### src/hw/rtl/urbfc_pkg.sv
// ----------------------------------------------------------------------------
// UART receive ring buffer package
// Shared constants, codes and control structures.
// ----------------------------------------------------------------------------
`default_nettype none

package urbfc_pkg;

  // Default and upper limit of the slot store.
  localparam int URBFC_DEPTH      = 256;
  localparam int URBFC_SLOT_LIMIT = 256;

  localparam int CFG_IDX_W  = 3;
  localparam int CFG_DATA_W = 9;

  // Configuration register indexes.
  localparam logic [CFG_IDX_W-1:0] CFG_FLOW_MODE = 3'd0;
  localparam logic [CFG_IDX_W-1:0] CFG_HEADROOM  = 3'd1;
  localparam logic [CFG_IDX_W-1:0] CFG_BUF_SIZE  = 3'd2;
  localparam logic [CFG_IDX_W-1:0] CFG_XOFF_CODE = 3'd3;
  localparam logic [CFG_IDX_W-1:0] CFG_XON_CODE  = 3'd4;

  // Flow control modes; the unused code behaves as no flow control.
  localparam logic [1:0] FLOW_NONE    = 2'd0;
  localparam logic [1:0] FLOW_XONXOFF = 2'd1;
  localparam logic [1:0] FLOW_RTSCTS  = 2'd2;

  // Commands.
  localparam logic CMD_RX   = 1'b0;
  localparam logic CMD_READ = 1'b1;

  // Register reset values.
  localparam logic [1:0] RST_FLOW_MODE = FLOW_NONE;
  localparam logic [8:0] RST_HEADROOM  = 9'd16;
  localparam logic [8:0] RST_BUF_SIZE  = 9'd256;
  localparam logic [7:0] RST_XOFF_CODE = 8'd19;
  localparam logic [7:0] RST_XON_CODE  = 8'd17;

  // Controller to datapath.
  typedef struct packed {
    logic accept;
    logic rd_capture;
    logic load_out;
  } urbfc_cmd_t;

  // Datapath to controller.
  typedef struct packed {
    logic rd_hit;
  } urbfc_status_t;

endpackage

`default_nettype wire

### src/hw/rtl/urbfc_ram.sv
// ----------------------------------------------------------------------------
// Generic RAM
// One write port and one read port with registered read data.
// ----------------------------------------------------------------------------
`default_nettype none

module urbfc_ram #(
  parameter int WIDTH = 8,
  parameter int DEPTH = 256,
  localparam int AW   = $clog2(DEPTH)
) (
  input  wire logic             clk,
  input  wire logic             wr_en,
  input  wire logic [AW-1:0]    wr_addr,
  input  wire logic [WIDTH-1:0] wr_data,
  input  wire logic             rd_en,
  input  wire logic [AW-1:0]    rd_addr,
  output logic      [WIDTH-1:0] rd_data
);

  logic [WIDTH-1:0] mem [DEPTH];
  logic [WIDTH-1:0] rd_data_r;

  always_ff @(posedge clk) begin
    if (wr_en) begin
      mem[wr_addr] <= wr_data;
    end
    if (rd_en) begin
      rd_data_r <= mem[rd_addr];
    end
  end

  assign rd_data = rd_data_r;

endmodule

`default_nettype wire

### src/hw/rtl/urbfc_ctrl.sv
// ----------------------------------------------------------------------------
// UART receive ring buffer controller
// Sequences transfers via execute, read wait on a hit, and result hand-over.
// ----------------------------------------------------------------------------
`default_nettype none

module urbfc_ctrl import urbfc_pkg::*; (
  input  wire logic          clk,
  input  wire logic          rst_n,
  input  wire logic          in_valid,
  output logic               in_stall,
  output logic               out_valid,
  input  wire logic          out_stall,
  input  wire urbfc_status_t status,
  output urbfc_cmd_t         cmd
);

  typedef enum logic [1:0] {
    S_IDLE,
    S_RD_WAIT,
    S_HOLD
  } state_t;

  state_t state_r, state_nxt;
  logic   out_valid_r, out_valid_nxt;
  logic   out_free;

  // The output register can take a new result when empty or being drained.
  assign out_free = !out_valid_r || !out_stall;

  always_comb begin
    cmd.accept     = (state_r == S_IDLE) && in_valid;
    cmd.rd_capture = (state_r == S_RD_WAIT);
    cmd.load_out   = (state_r == S_HOLD) && out_free;
  end

  always_comb begin
    state_nxt = state_r;
    unique case (state_r)
      S_IDLE: begin
        if (in_valid) begin
          state_nxt = status.rd_hit ? S_RD_WAIT : S_HOLD;
        end
      end
      S_RD_WAIT: begin
        state_nxt = S_HOLD;
      end
      S_HOLD: begin
        if (out_free) begin
          state_nxt = S_IDLE;
        end
      end
      default: begin
        state_nxt = S_IDLE;
      end
    endcase
  end

  always_comb begin
    out_valid_nxt = out_valid_r;
    if (cmd.load_out) begin
      out_valid_nxt = 1'b1;
    end else if (!out_stall) begin
      out_valid_nxt = 1'b0;
    end
  end

  always_ff @(posedge clk) begin
    if (!rst_n) begin
      state_r     <= S_IDLE;
      out_valid_r <= 1'b0;
    end else begin
      state_r     <= state_nxt;
      out_valid_r <= out_valid_nxt;
    end
  end

  assign in_stall  = (state_r != S_IDLE);
  assign out_valid = out_valid_r;

endmodule

`default_nettype wire

### src/hw/rtl/urbfc_dp.sv
// ----------------------------------------------------------------------------
// UART receive ring buffer datapath
// Configuration registers, ring indexes, slot memory and result registers.
// ----------------------------------------------------------------------------
`default_nettype none

module urbfc_dp import urbfc_pkg::*; #(
  parameter int DEPTH = URBFC_DEPTH
) (
  input  wire logic                  clk,
  input  wire logic                  rst_n,
  input  wire logic                  cfg_we,
  input  wire logic [CFG_IDX_W-1:0]  cfg_index,
  input  wire logic [CFG_DATA_W-1:0] cfg_wdata,
  input  wire logic                  in_command,
  input  wire logic [7:0]            in_rx_byte,
  input  wire urbfc_cmd_t            cmd,
  output urbfc_status_t              status,
  output logic                       out_read_valid,
  output logic [7:0]                 out_read_data,
  output logic                       out_stored,
  output logic                       out_overrun,
  output logic [8:0]                 out_free_space,
  output logic                       out_send_xoff,
  output logic                       out_drop_rts,
  output logic                       out_tx_enabled,
  output logic                       out_tx_kick
);

  localparam int MEM_DEPTH = (DEPTH < URBFC_SLOT_LIMIT) ? DEPTH : URBFC_SLOT_LIMIT;
  localparam int AW        = $clog2(MEM_DEPTH);
  localparam int SW        = $clog2(MEM_DEPTH + 1);
  localparam logic [8:0] SIZE_MAX = 9'(MEM_DEPTH);
  localparam logic [8:0] SIZE_MIN = 9'd2;

  function automatic logic [AW-1:0] advance(input logic [AW-1:0] idx,
                                            input logic [SW-1:0] size);
    logic [SW-1:0] inc;
    inc = SW'(idx) + SW'(1);
    return (inc >= size) ? '0 : AW'(inc);
  endfunction

  function automatic logic [SW-1:0] free_count(input logic [AW-1:0] hd,
                                               input logic [AW-1:0] tl,
                                               input logic [SW-1:0] size);
    logic [SW-1:0] h;
    logic [SW-1:0] t;
    h = SW'(hd);
    t = SW'(tl);
    return (h >= t) ? (size - (h - t)) : (t - h);
  endfunction

  // Configuration registers.
  logic [1:0] flow_mode_r;
  logic [8:0] headroom_r;
  logic [8:0] buf_size_r;
  logic [7:0] xoff_code_r;
  logic [7:0] xon_code_r;

  // Ring state.
  logic [AW-1:0] head_r, head_nxt;
  logic [AW-1:0] tail_r, tail_nxt;
  logic          peer_r, peer_nxt;

  // Staged result.
  logic       res_read_valid_r;
  logic [7:0] res_read_data_r;
  logic       res_stored_r;
  logic       res_overrun_r;
  logic [8:0] res_free_space_r;
  logic       res_send_xoff_r;
  logic       res_drop_rts_r;
  logic       res_tx_enabled_r;
  logic       res_tx_kick_r;

  // Output register.
  logic       out_read_valid_r;
  logic [7:0] out_read_data_r;
  logic       out_stored_r;
  logic       out_overrun_r;
  logic [8:0] out_free_space_r;
  logic       out_send_xoff_r;
  logic       out_drop_rts_r;
  logic       out_tx_enabled_r;
  logic       out_tx_kick_r;

  logic [8:0]    size_clamp;
  logic [SW-1:0] size_eff;
  logic [AW-1:0] head_n;
  logic [AW-1:0] tail_n;
  logic [SW-1:0] free_pre;
  logic [SW-1:0] free_post;
  logic          is_read;
  logic          hit;
  logic          is_flow_byte;
  logic          flow_store;
  logic          step_we;
  logic          step_re;
  logic          step_rv;
  logic          step_st;
  logic          step_ov;
  logic          step_kick;
  logic          flow_req;
  logic [7:0]    ram_rdata;

  always_comb begin
    size_clamp = buf_size_r;
    if (buf_size_r < SIZE_MIN) begin
      size_clamp = SIZE_MIN;
    end else if (buf_size_r > SIZE_MAX) begin
      size_clamp = SIZE_MAX;
    end
    size_eff = SW'(size_clamp);
  end

  // Indexes left beyond a shrunk buffer restart at slot zero.
  assign head_n   = (SW'(head_r) >= size_eff) ? '0 : head_r;
  assign tail_n   = (SW'(tail_r) >= size_eff) ? '0 : tail_r;
  assign free_pre = free_count(head_n, tail_n, size_eff);

  assign is_read      = (in_command == CMD_READ);
  assign hit          = (head_n != tail_n);
  assign is_flow_byte = (flow_mode_r == FLOW_XONXOFF) &&
                        ((in_rx_byte == xoff_code_r) || (in_rx_byte == xon_code_r));

  always_comb begin
    head_nxt   = head_n;
    tail_nxt   = tail_n;
    peer_nxt   = peer_r;
    step_we    = 1'b0;
    step_re    = 1'b0;
    step_rv    = 1'b0;
    step_st    = 1'b0;
    step_ov    = 1'b0;
    step_kick  = 1'b0;
    flow_store = 1'b0;
    if (is_read) begin
      if (hit) begin
        step_rv  = 1'b1;
        step_re  = 1'b1;
        tail_nxt = advance(tail_n, size_eff);
      end
    end else if (is_flow_byte) begin
      // XOFF wins when both codes are equal.
      if (in_rx_byte == xoff_code_r) begin
        peer_nxt = 1'b0;
      end else if (!peer_r) begin
        peer_nxt  = 1'b1;
        step_kick = 1'b1;
      end
    end else if ((flow_mode_r == FLOW_XONXOFF) || (flow_mode_r == FLOW_RTSCTS)) begin
      step_we    = 1'b1;
      flow_store = 1'b1;
      if (free_pre > SW'(1)) begin
        head_nxt = advance(head_n, size_eff);
        step_st  = 1'b1;
      end else begin
        step_ov  = 1'b1;
      end
    end else begin
      step_we  = 1'b1;
      head_nxt = advance(head_n, size_eff);
      step_st  = 1'b1;
    end
  end

  assign free_post = free_count(head_nxt, tail_nxt, size_eff);
  assign flow_req  = flow_store && (9'(free_post) <= headroom_r);

  assign status.rd_hit = is_read && hit;

  urbfc_ram #(
    .WIDTH (8),
    .DEPTH (MEM_DEPTH)
  ) u_slots (
    .clk     (clk),
    .wr_en   (cmd.accept && step_we),
    .wr_addr (head_n),
    .wr_data (in_rx_byte),
    .rd_en   (cmd.accept && step_re),
    .rd_addr (tail_n),
    .rd_data (ram_rdata)
  );

  always_ff @(posedge clk) begin
    if (!rst_n) begin
      flow_mode_r <= RST_FLOW_MODE;
      headroom_r  <= RST_HEADROOM;
      buf_size_r  <= RST_BUF_SIZE;
      xoff_code_r <= RST_XOFF_CODE;
      xon_code_r  <= RST_XON_CODE;
      head_r      <= '0;
      tail_r      <= '0;
      peer_r      <= 1'b1;
    end else begin
      if (cfg_we) begin
        unique case (cfg_index)
          CFG_FLOW_MODE: flow_mode_r <= cfg_wdata[1:0];
          CFG_HEADROOM:  headroom_r  <= cfg_wdata;
          CFG_BUF_SIZE:  buf_size_r  <= cfg_wdata;
          CFG_XOFF_CODE: xoff_code_r <= cfg_wdata[7:0];
          CFG_XON_CODE:  xon_code_r  <= cfg_wdata[7:0];
          default: begin
          end
        endcase
      end
      if (cmd.accept) begin
        head_r <= head_nxt;
        tail_r <= tail_nxt;
        peer_r <= peer_nxt;
      end
    end
  end

  always_ff @(posedge clk) begin
    if (cmd.accept) begin
      res_read_valid_r <= step_rv;
      res_read_data_r  <= '0;
      res_stored_r     <= step_st;
      res_overrun_r    <= step_ov;
      res_free_space_r <= 9'(free_post);
      res_send_xoff_r  <= flow_req && (flow_mode_r == FLOW_XONXOFF);
      res_drop_rts_r   <= flow_req && (flow_mode_r == FLOW_RTSCTS);
      res_tx_enabled_r <= peer_nxt;
      res_tx_kick_r    <= step_kick;
    end else if (cmd.rd_capture) begin
      res_read_data_r  <= ram_rdata;
    end
    if (cmd.load_out) begin
      out_read_valid_r <= res_read_valid_r;
      out_read_data_r  <= res_read_data_r;
      out_stored_r     <= res_stored_r;
      out_overrun_r    <= res_overrun_r;
      out_free_space_r <= res_free_space_r;
      out_send_xoff_r  <= res_send_xoff_r;
      out_drop_rts_r   <= res_drop_rts_r;
      out_tx_enabled_r <= res_tx_enabled_r;
      out_tx_kick_r    <= res_tx_kick_r;
    end
  end

  assign out_read_valid = out_read_valid_r;
  assign out_read_data  = out_read_data_r;
  assign out_stored     = out_stored_r;
  assign out_overrun    = out_overrun_r;
  assign out_free_space = out_free_space_r;
  assign out_send_xoff  = out_send_xoff_r;
  assign out_drop_rts   = out_drop_rts_r;
  assign out_tx_enabled = out_tx_enabled_r;
  assign out_tx_kick    = out_tx_kick_r;

endmodule

`default_nettype wire

### src/hw/rtl/uart_rx_ring_buffer_flow_control.sv
// ----------------------------------------------------------------------------
// UART receive ring buffer with flow control
// Receive FIFO behind a UART with XON/XOFF or RTS/CTS receive flow control.
// ----------------------------------------------------------------------------
// Each input transfer offers a received byte for storage (command 0) or asks
// to pop one byte for the consumer (command 1), and every transfer yields
// exactly one result transfer. A store or a read of an empty buffer goes
// through the hold state back to idle; a read that finds data first passes the
// read-wait state, for the registered read port of the slot memory. A finished
// result waits in a staging register while the output register is stalled, so
// one further transfer is accepted and worked on before the input side stalls.
// The slot memory needs no clearing pass after reset: slots are only read once
// written, except after the buffer size has been changed, when stale slots may
// be returned. The buffer size register is clamped to between two and the
// smaller of DEPTH and 256 slots. The user must write configuration only while
// no transfer is in flight; the block itself does not enforce this.
// ----------------------------------------------------------------------------
`default_nettype none

module uart_rx_ring_buffer_flow_control import urbfc_pkg::*; #(
  parameter int DEPTH = URBFC_DEPTH
) (
  input  wire logic                  clk,
  input  wire logic                  rst_n,
  // Configuration write port.
  input  wire logic                  cfg_we,
  input  wire logic [CFG_IDX_W-1:0]  cfg_index,
  input  wire logic [CFG_DATA_W-1:0] cfg_wdata,
  // Input channel.
  input  wire logic                  in_valid,
  output logic                       in_stall,
  input  wire logic                  in_command,
  input  wire logic [7:0]            in_rx_byte,
  // Result channel.
  output logic                       out_valid,
  input  wire logic                  out_stall,
  output logic                       out_read_valid,
  output logic [7:0]                 out_read_data,
  output logic                       out_stored,
  output logic                       out_overrun,
  output logic [8:0]                 out_free_space,
  output logic                       out_send_xoff,
  output logic                       out_drop_rts,
  output logic                       out_tx_enabled,
  output logic                       out_tx_kick
);

  urbfc_cmd_t    cmd;
  urbfc_status_t status;

  // The controller decides when a transfer is taken and when its result moves
  // to the output register; the datapath does the ring arithmetic.
  urbfc_ctrl u_ctrl (
    .clk       (clk),
    .rst_n     (rst_n),
    .in_valid  (in_valid),
    .in_stall  (in_stall),
    .out_valid (out_valid),
    .out_stall (out_stall),
    .status    (status),
    .cmd       (cmd)
  );

  urbfc_dp #(
    .DEPTH (DEPTH)
  ) u_dp (
    .clk            (clk),
    .rst_n          (rst_n),
    .cfg_we         (cfg_we),
    .cfg_index      (cfg_index),
    .cfg_wdata      (cfg_wdata),
    .in_command     (in_command),
    .in_rx_byte     (in_rx_byte),
    .cmd            (cmd),
    .status         (status),
    .out_read_valid (out_read_valid),
    .out_read_data  (out_read_data),
    .out_stored     (out_stored),
    .out_overrun    (out_overrun),
    .out_free_space (out_free_space),
    .out_send_xoff  (out_send_xoff),
    .out_drop_rts   (out_drop_rts),
    .out_tx_enabled (out_tx_enabled),
    .out_tx_kick    (out_tx_kick)
  );

endmodule

`default_nettype wire

### config.mk
export PLATFORM = sky130hd
export DESIGN_NAME = uart_rx_ring_buffer_flow_control
export DESIGN_NICKNAME = d
export VERILOG_FILES = /design/src/hw/rtl/urbfc_pkg.sv /design/src/hw/rtl/urbfc_ram.sv /design/src/hw/rtl/urbfc_ctrl.sv /design/src/hw/rtl/urbfc_dp.sv /design/src/hw/rtl/uart_rx_ring_buffer_flow_control.sv
export SDC_FILE = /design/constraint.sdc
export NUM_CORES = 2
export LEC_CHECK = 0
export ABC_CLOCK_PERIOD_IN_PS = 26300
export BUFFER_PORTS_ARGS = -buffer_cell sky130_fd_sc_hd__buf_2
export CAP_MARGIN = 20
export CORE_ASPECT_RATIO = 1.4
export CORE_MARGIN = 2
export CORE_UTILIZATION = 40
export CTS_BUF_LIST = sky130_fd_sc_hd__clkbuf_8
export DETAILED_ROUTE_END_ITERATION = 12
export SYNTH_ARGS = -nofsm -noshare
export SYNTH_HDL_FRONTEND = slang
export SYNTH_SLANG_ARGS = --single-unit
### constraint.sdc
create_clock -name clk -period 26.3 [get_ports clk]
set_input_delay 2.63 -clock clk [delete_from_list [all_inputs] [get_ports clk]]
set_output_delay 2.63 -clock clk [all_outputs]
set_load 0.005 [all_outputs]
* After elaboration in Yosys (flattened, before gate mapping)
Memories as Yosys holds them, arrays and structs flattened. A register that Yosys moved wholly into a read port is not among the register bits.
Index checks and enable logic that the tools add are counted.
** Cells by class
- Shift operators :: 0
- Multiplexer cells :: 36
- Reductions and logical operators :: 26
- Add/sub/neg operators :: 8
- Eq/ne operators :: 14
- Bitwise logic cells :: 2
- $lt $le $gt $ge :: 10
- Div/mod/pow operators :: 0
- Multipliers :: 0
** Operator list (number)
- two-way mux 8 bit :: 10
- two-way mux 9 bit :: 4
- subtractor 8 x 8 -> 9 bit :: 4
- adder 8 x 1 -> 9 bit, second input constant :: 2
- greater-or-equal comparator 8 x 9 -> 1 bit :: 2
- greater-or-equal comparator 9 bit :: 2
- two-way mux 1 bit :: 18
- subtractor 9 bit :: 2
- == test 8 bit :: 2
- greater-or-equal comparator 8 bit :: 2
- AND reduction 2 bit :: 6
- greater-than comparator 9 x 1 -> 1 bit, second input constant :: 1
- greater-than comparator 9 bit, second input constant :: 1
- <= comparator 9 bit :: 1
- logical AND 1 bit :: 9
- < comparator 9 x 2 -> 1 bit, second input constant :: 1
- inequality test 8 bit :: 1
- == test 3 x 2 -> 1 bit, second input constant :: 2
- two-way mux 2 bit :: 3
- case mux 2 bit (3 select lines) :: 1
- OR reduction 3 bit :: 2
- == test 2 x 1 -> 1 bit, second input constant :: 2
- == test 2 bit, second input constant :: 2
- inequality test 2 x 1 -> 1 bit, second input constant :: 2
- other kinds (10) :: 14
** Storage, ports and cells
- Register bits after elaboration :: 104
- Bits in latches :: 0
- Bits in writable memories :: 2048
- Output and inout port bits :: 26
- ROM bits :: 0
- Memories :: 1
** Memories
- u_dp.u_slots.mem :: depth 256, bits a word 8, rd ports 1, clocked after Yosys merged registers in 1, wr ports 1, line urbfc_ram.sv:21 : logic [WIDTH-1:0] mem [DEPTH];

* Logic depth before layout (Yosys ltp)
- Depth after elaboration :: 19
- Depth in mapped cells :: 48
- Gate-level depth less buffers :: 45

* Hierarchy
From an unflattened synthesis, not the netlist that was laid out.
** Second synthesis, totals
- Cells, all modules :: 4597
- Area total of the unflattened synthesis :: 87242.4 µm²
** Modules (own cells, without submodules)
- urbfc_ram :: seq. area each 61739.2 µm², times used 1, cells an instance 3733, area each 79636.4 µm²
- urbfc_dp :: seq. area each 2422.3 µm², times used 1, cells an instance 847, area each 7450.9 µm²
- urbfc_ctrl :: seq. area each 60.1 µm², times used 1, cells an instance 17, area each 155.1 µm²

* Least setup slack after synthesis
Ideal clock, no wire load.
- Kind :: register -> register
- Start point :: register u_dp.tail_r[0]
- End point :: register u_dp.res_drop_rts_r, data pin
- Arrival :: 9584 ps
- Path slack :: 16578 ps
- Cell stages (with the launch flop) :: 46
- Period minus slack after synthesis :: 9722 ps
- Cells stage by stage :: dfxtp_1 > buf_2 > inv_1 > buf_2 > clkbuf_1 > buf_1 > ha_1 > nor2b_1 > o21ai_2 > a211oi_2 > clkinv_1 > clkbuf_1 > fa_1 > inv_1 > ha_1 > nor2b_1 > o21a_1 > or3_1 > [10 not listed] > a21oi_1 > o21ai_0 > a21oi_1 > o21ai_0 > a21oi_1 > o22ai_1 > buf_1 > mux2_2 > ha_1 > nor2b_1 > o21a_1 > o21a_1 > o21a_1 > o21a_1 > o21a_1 > o21ai_0 > a21oi_1 > nor2_1
** On the way
- Cells in the longest elaborated chain, start to end :: 16
- Elaborated cells on any way between the ends :: 26
- Classes of those cells :: add/sub (7); order compare (6); eq/ne (1); mux (10); reduce/logical (2)
** Ends and longest elaborated chain
- start, declared :: line urbfc_dp.sv:62 : logic [AW-1:0] tail_r, tail_nxt;
- start signal, assigned :: line urbfc_dp.sv:209 : tail_r <= tail_nxt;
- greater-or-equal comparator 8 x 9 -> 1 bit :: line urbfc_dp.sv:118 : assign tail_n = (SW'(tail_r) >= size_eff) ? '0 : tail_r;
- two-way mux 8 bit (*) :: line urbfc_dp.sv:118
- subtractor 8 x 8 -> 9 bit :: line urbfc_dp.sv:50 : return (h >= t) ? (size - (h - t)) : (t - h);
- subtractor 9 bit :: line urbfc_dp.sv:50
- two-way mux 9 bit :: line urbfc_dp.sv:50
- greater-than comparator 9 x 1 -> 1 bit :: line urbfc_dp.sv:154 : if (free_pre > SW'(1)) begin
- two-way mux 8 bit :: line urbfc_dp.sv:154
- two-way mux 8 bit :: line urbfc_dp.sv:151 : end else if ((flow_mode_r == FLOW_XONXOFF) || (flow_mode_r == FLOW_RTSCTS)) begin
- two-way mux 8 bit :: line urbfc_dp.sv:143 : end else if (is_flow_byte) begin
- two-way mux 8 bit :: line urbfc_dp.sv:137 : if (is_read) begin
- subtractor 8 x 8 -> 9 bit :: line urbfc_dp.sv:50
- subtractor 9 bit :: line urbfc_dp.sv:50
- two-way mux 9 bit (*) :: line urbfc_dp.sv:50
- via u_dp.free_post[1] :: line urbfc_dp.sv:92 : logic [SW-1:0] free_post;
- <= comparator 9 bit (*) :: line urbfc_dp.sv:168 : assign flow_req = flow_store && (9'(free_post) <= headroom_r);
- logical AND 1 bit (*) :: line urbfc_dp.sv:168
- logical AND 1 bit (*) :: line urbfc_dp.sv:223 : res_drop_rts_r <= flow_req && (flow_mode_r == FLOW_RTSCTS);
- end signal, assigned :: line urbfc_dp.sv:223
- end, declared :: line urbfc_dp.sv:72 : logic res_drop_rts_r;
Mark *: on every way through the listed nets, which the timed path passes. The rest lies on a longest branch.
A chain may end at the register's enable or synchronous reset.

* Worst setup path after layout
- Start point :: register u_dp.buf_size_r[8]
- End point :: register u_dp.res_send_xoff_r, data pin
** On the way
- Cells in the longest elaborated chain, start to end :: 19
- Elaborated cells on any way between the ends :: 35
- Classes of those cells :: add/sub (8); order compare (10); eq/ne (1); mux (14); reduce/logical (2)
** Ends and longest elaborated chain
- start, declared :: line urbfc_dp.sv:56 : logic [8:0] buf_size_r;
- start signal, assigned :: line urbfc_dp.sv:200 : CFG_BUF_SIZE: buf_size_r <= cfg_wdata;
- greater-than comparator 9 bit :: line urbfc_dp.sv:110 : end else if (buf_size_r > SIZE_MAX) begin
- two-way mux 9 bit :: line urbfc_dp.sv:110
- two-way mux 9 bit (*) :: line urbfc_dp.sv:108 : if (buf_size_r < SIZE_MIN) begin
- greater-or-equal comparator 8 x 9 -> 1 bit (on tied branches) :: line urbfc_dp.sv:117, urbfc_dp.sv:118
- two-way mux 8 bit (on tied branches) :: line urbfc_dp.sv:117, urbfc_dp.sv:118
- subtractor 8 x 8 -> 9 bit :: line urbfc_dp.sv:50
- subtractor 9 bit :: line urbfc_dp.sv:50
- two-way mux 9 bit :: line urbfc_dp.sv:50
- [4 not listed]
- two-way mux 8 bit :: line urbfc_dp.sv:137
- subtractor 8 x 8 -> 9 bit :: line urbfc_dp.sv:50
- subtractor 9 bit :: line urbfc_dp.sv:50
- two-way mux 9 bit (*) :: line urbfc_dp.sv:50
- via u_dp.free_post[1] :: line urbfc_dp.sv:92
- <= comparator 9 bit (*) :: line urbfc_dp.sv:168
- logical AND 1 bit (*) :: line urbfc_dp.sv:168
- logical AND 1 bit (*) :: line urbfc_dp.sv:222 : res_send_xoff_r <= flow_req && (flow_mode_r == FLOW_XONXOFF);
- end signal, assigned :: line urbfc_dp.sv:222
- end, declared :: line urbfc_dp.sv:71 : logic res_send_xoff_r;
Marked as above.

==> results.sh <==
export IMPL_tritoncts="built"
export IMPL_io_pins=52
export IMPL_cp_required_ns=27.06
export IMPL_ir_worst_vdd_v=0.0000419
export IMPL_finish_net_count=5772
export IMPL_hold_violations=0
export IMPL_drc_errors=0
export IMPL_muxShareOfSynthArea=0.0763
export IMPL_fill_cells=18975
export IMPL_hold_path_class="flop to flop"
export IMPL_core_sq_mm=0.217
export IMPL_viasPerCell=5.78
export IMPL_crit_family="compound AO/OA/AOI/OAI gates"
export IMPL_rows=202
export IMPL_area_growth_syn_to_layout_pct=10.6
export IMPL_avgSynthCellArea_sq_um=15.8
export IMPL_io_buffers=51
export IMPL_grt_ovfl_total=0
export IMPL_synth_flop_cell="edfxtp_1"
export IMPL_firstDrtPassIters=8
export IMPL_min_period_over_period=0.433
export IMPL_grt_first_pass_wirelength_microns=355000
export IMPL_cts_resized=0
export IMPL_synth_edf_count=2096
export IMPL_worst_pin_slew_ns=1.23
export IMPL_die_height_microns=556
export IMPL_dieWidth_microns=399
export IMPL_initial_core_util=0.403
export IMPL_power_density_mw_per_mm2=73.5
export IMPL_slowest_stage="fa_1"
export IMPL_fmax_mhz=87.9
export IMPL_clk_insertion_delay_late_ns=0.94
export IMPL_synth_top_cell_area_share=0.722
export IMPL_place_congestion=0.925
export IMPL_p_leak_nw=30.9
export IMPL_cts_setup_buffers=0
export IMPL_place_area_sq_mm=0.0908
export IMPL_cts_sink_count=2160
export IMPL_wl_microns=248000
export IMPL_place_hpwl_microns=156000
export IMPL_synth_simple_area_share=0.0508
export IMPL_synth_cell_types=87
export IMPL_arrival_ns=12.14
export IMPL_fin_tns_setup_ns=0
export IMPL_startpoint_type="flop"
export IMPL_die_area_sq_mm=0.222
export IMPL_vias=50511
export IMPL_synth_top_cells_by_area="edfxtp_1 72%, mux2i_1 4.4%, mux4_2 2.3%"
export IMPL_crit_fanout=27
export IMPL_path_clk_slew_ns=0.06
export IMPL_cts_buffer_depth=4
export IMPL_cts_made_buffers=317
export IMPL_synthTopCellsByCount="2096 x edfxtp_1, 461 x nor2_1, 386 x mux2i_1"
export IMPL_slew_headroom=0.171
export IMPL_drv_slew=0
export IMPL_grt_util_all_layers=0.219
export IMPL_instances_no_fill=8737
export IMPL_ys_ff_latch=2160
export IMPL_h_tree_depth=5
export IMPL_finClkSkew_ns=0.0612
export IMPL_path_buf_inv=5
export IMPL_yosysTopAreaCell="edfxtp_1"
export IMPL_synthCells=5506
export IMPL_grt_pass1_vias=50940
export IMPL_synth_most_common_cell="edfxtp_1"
export IMPL_fin_crit_ns=11.38
export IMPL_synth_compound_area_frac=0.0959
export IMPL_synth_fp_nets=5630
export IMPL_async_flop_share=0
export IMPL_wl_per_cell_microns=28.4
export IMPL_crit_path_end_kind="flop"
export IMPL_postCtsHoldBufs=0
export IMPL_max_stage_delay_ns=0.88
export IMPL_rsz0062_at_grt="false"
export IMPL_drive_gt1_frac=0.132
export IMPL_status="finished, final reports clean"
export IMPL_fin_util=0.445
export IMPL_yosysWarnings=0
export IMPL_cts_root_buf="clkbuf_8"
export IMPL_crit_top_cell="o21a_1"
export IMPL_synth_xor_area_share=0.00412
export IMPL_max_cap_violations=0
export IMPL_antenna_found_initial=5
export IMPL_drt_initial_drc_count=4972
export IMPL_syn_area_sq_mm=0.0872
export IMPL_path_class="flop to flop"
export IMPL_ant_nets=0
export IMPL_yosysSeqAreaShare=0.736
export IMPL_synthAdderAreaFrac=0.0156
export IMPL_dp_cells=8184
export IMPL_grt_max_degree=125
export IMPL_p_total_mw=7.09
export IMPL_setup_viol=0
export IMPL_postLayoutCellArea_sq_mm=0.0965
export IMPL_synth_top_family_by_area="compound AO/OA/AOI/OAI gates"
[logic make-up (layout without fill, tap and decap cells)]
kind of cell	count (synthesis)	after routing
XOR/XNOR	41	41
AND/OR/NAND/NOR	1048	1048
adder cells (fa/ha/maj)	98	98
other	0	4
buffers and inverters	428	799
flip-flops	2160	2160
multiplexers	546	546
AO/OA/AOI/OAI	1185	1185
[cell usage in the layout (no fill, tap or decap), types with 62 or more instances in the layout]
cell      netlist  layout
edfxtp_1     2096    2096
nor2_1        461     455
mux2i_1       386     386
nand2_1       354     346
clkbuf_8        0     335
a21oi_1       278     275
inv_1          88     186
o21ai_0       141     141
o221ai_1      107     107
buf_4          16     100
a32oi_1        91      91
mux4_2         88      88
ha_1           80      80
clkinv_1        4      73
nand3_1        80      71
mux2_2         71      71
o22ai_1        63      63
a211oi_1       64      62
[stage by stage]
step | hold slack (ns) | setup slack (ns)
3_3_place_gp | 0.404 | 15.01
5_1_grt | 0.426 | 14.17
4_1_cts | 0.419 | 14.81
3_5_place_dp | 0.405 | 14.87
6_report | 0.418 | 14.92
2_1_floorplan | 0.400 | 16.58
[per-layer routing]
layer  GRT usage  vias up  part of all wire
met5           0        -          0.000073
met4       0.117        2             0.058
met3      0.0318      569             0.058
met2       0.384     2042              0.51
met1       0.258    25771              0.37
li1            -    22127                 -
[registers in the layout (all words and copies together), names as in the netlist, 8 cells and up]
| signal | flops |
|---|---|
| u_dp.u_slots.mem | 2048 |
| u_dp.buf_size_r | 9 |
| u_dp.headroom_r | 9 |
| u_dp.out_free_space | 9 |
| u_dp.res_free_space_r | 9 |
| u_dp.head_r | 8 |
| u_dp.out_read_data | 8 |
| u_dp.res_read_data_r | 8 |
| u_dp.tail_r | 8 |
| u_dp.u_slots.rd_data | 8 |
| u_dp.xoff_code_r | 8 |
| u_dp.xon_code_r | 8 |
[power by group]
group / internal (mW) / switching, mW / total [mW] / leakage, nW
logic: 0.246 / 0.524 / 0.770 / 8.22
clock network: 1.23 / 1.27 / 2.50 / 3.26
registers: 3.80 / 0.0155 / 3.82 / 19.4
[worst paths after layout]
| check | slack [ns] | start | endpoint | cells past startpoint |
|---|---|---|---|---|
| setup / recovery | 14.92 | u_dp.buf_size_r[8] | u_dp.res_send_xoff_r | 40 |
| hold / removal | 0.42 | u_dp.res_tx_kick_r | u_dp.out_tx_kick | 0 |
| setup reg to reg | 14.92 | u_dp.buf_size_r[8] | u_dp.res_send_xoff_r | 40 |
| hold reg to reg | 0.42 | u_dp.res_tx_kick_r | u_dp.out_tx_kick | 0 |
[area by class of cell]
type | count | area [sq um] | area share
sequential | 2160 | 64200 | 0.666
multi-input combinational | 2918 | 21400 | 0.222
clock buffer | 335 | 4610 | 0.0478
tap | 2856 | 3570 | 0.0370
timing repair buffer | 154 | 1140 | 0.0118
clock inverter | 213 | 1080 | 0.0112
inverter | 97 | 379 | 0.00393
antenna | 4 | 10.0 | 0.000104
No activity file was read; power rests on OpenSTA's default activity.
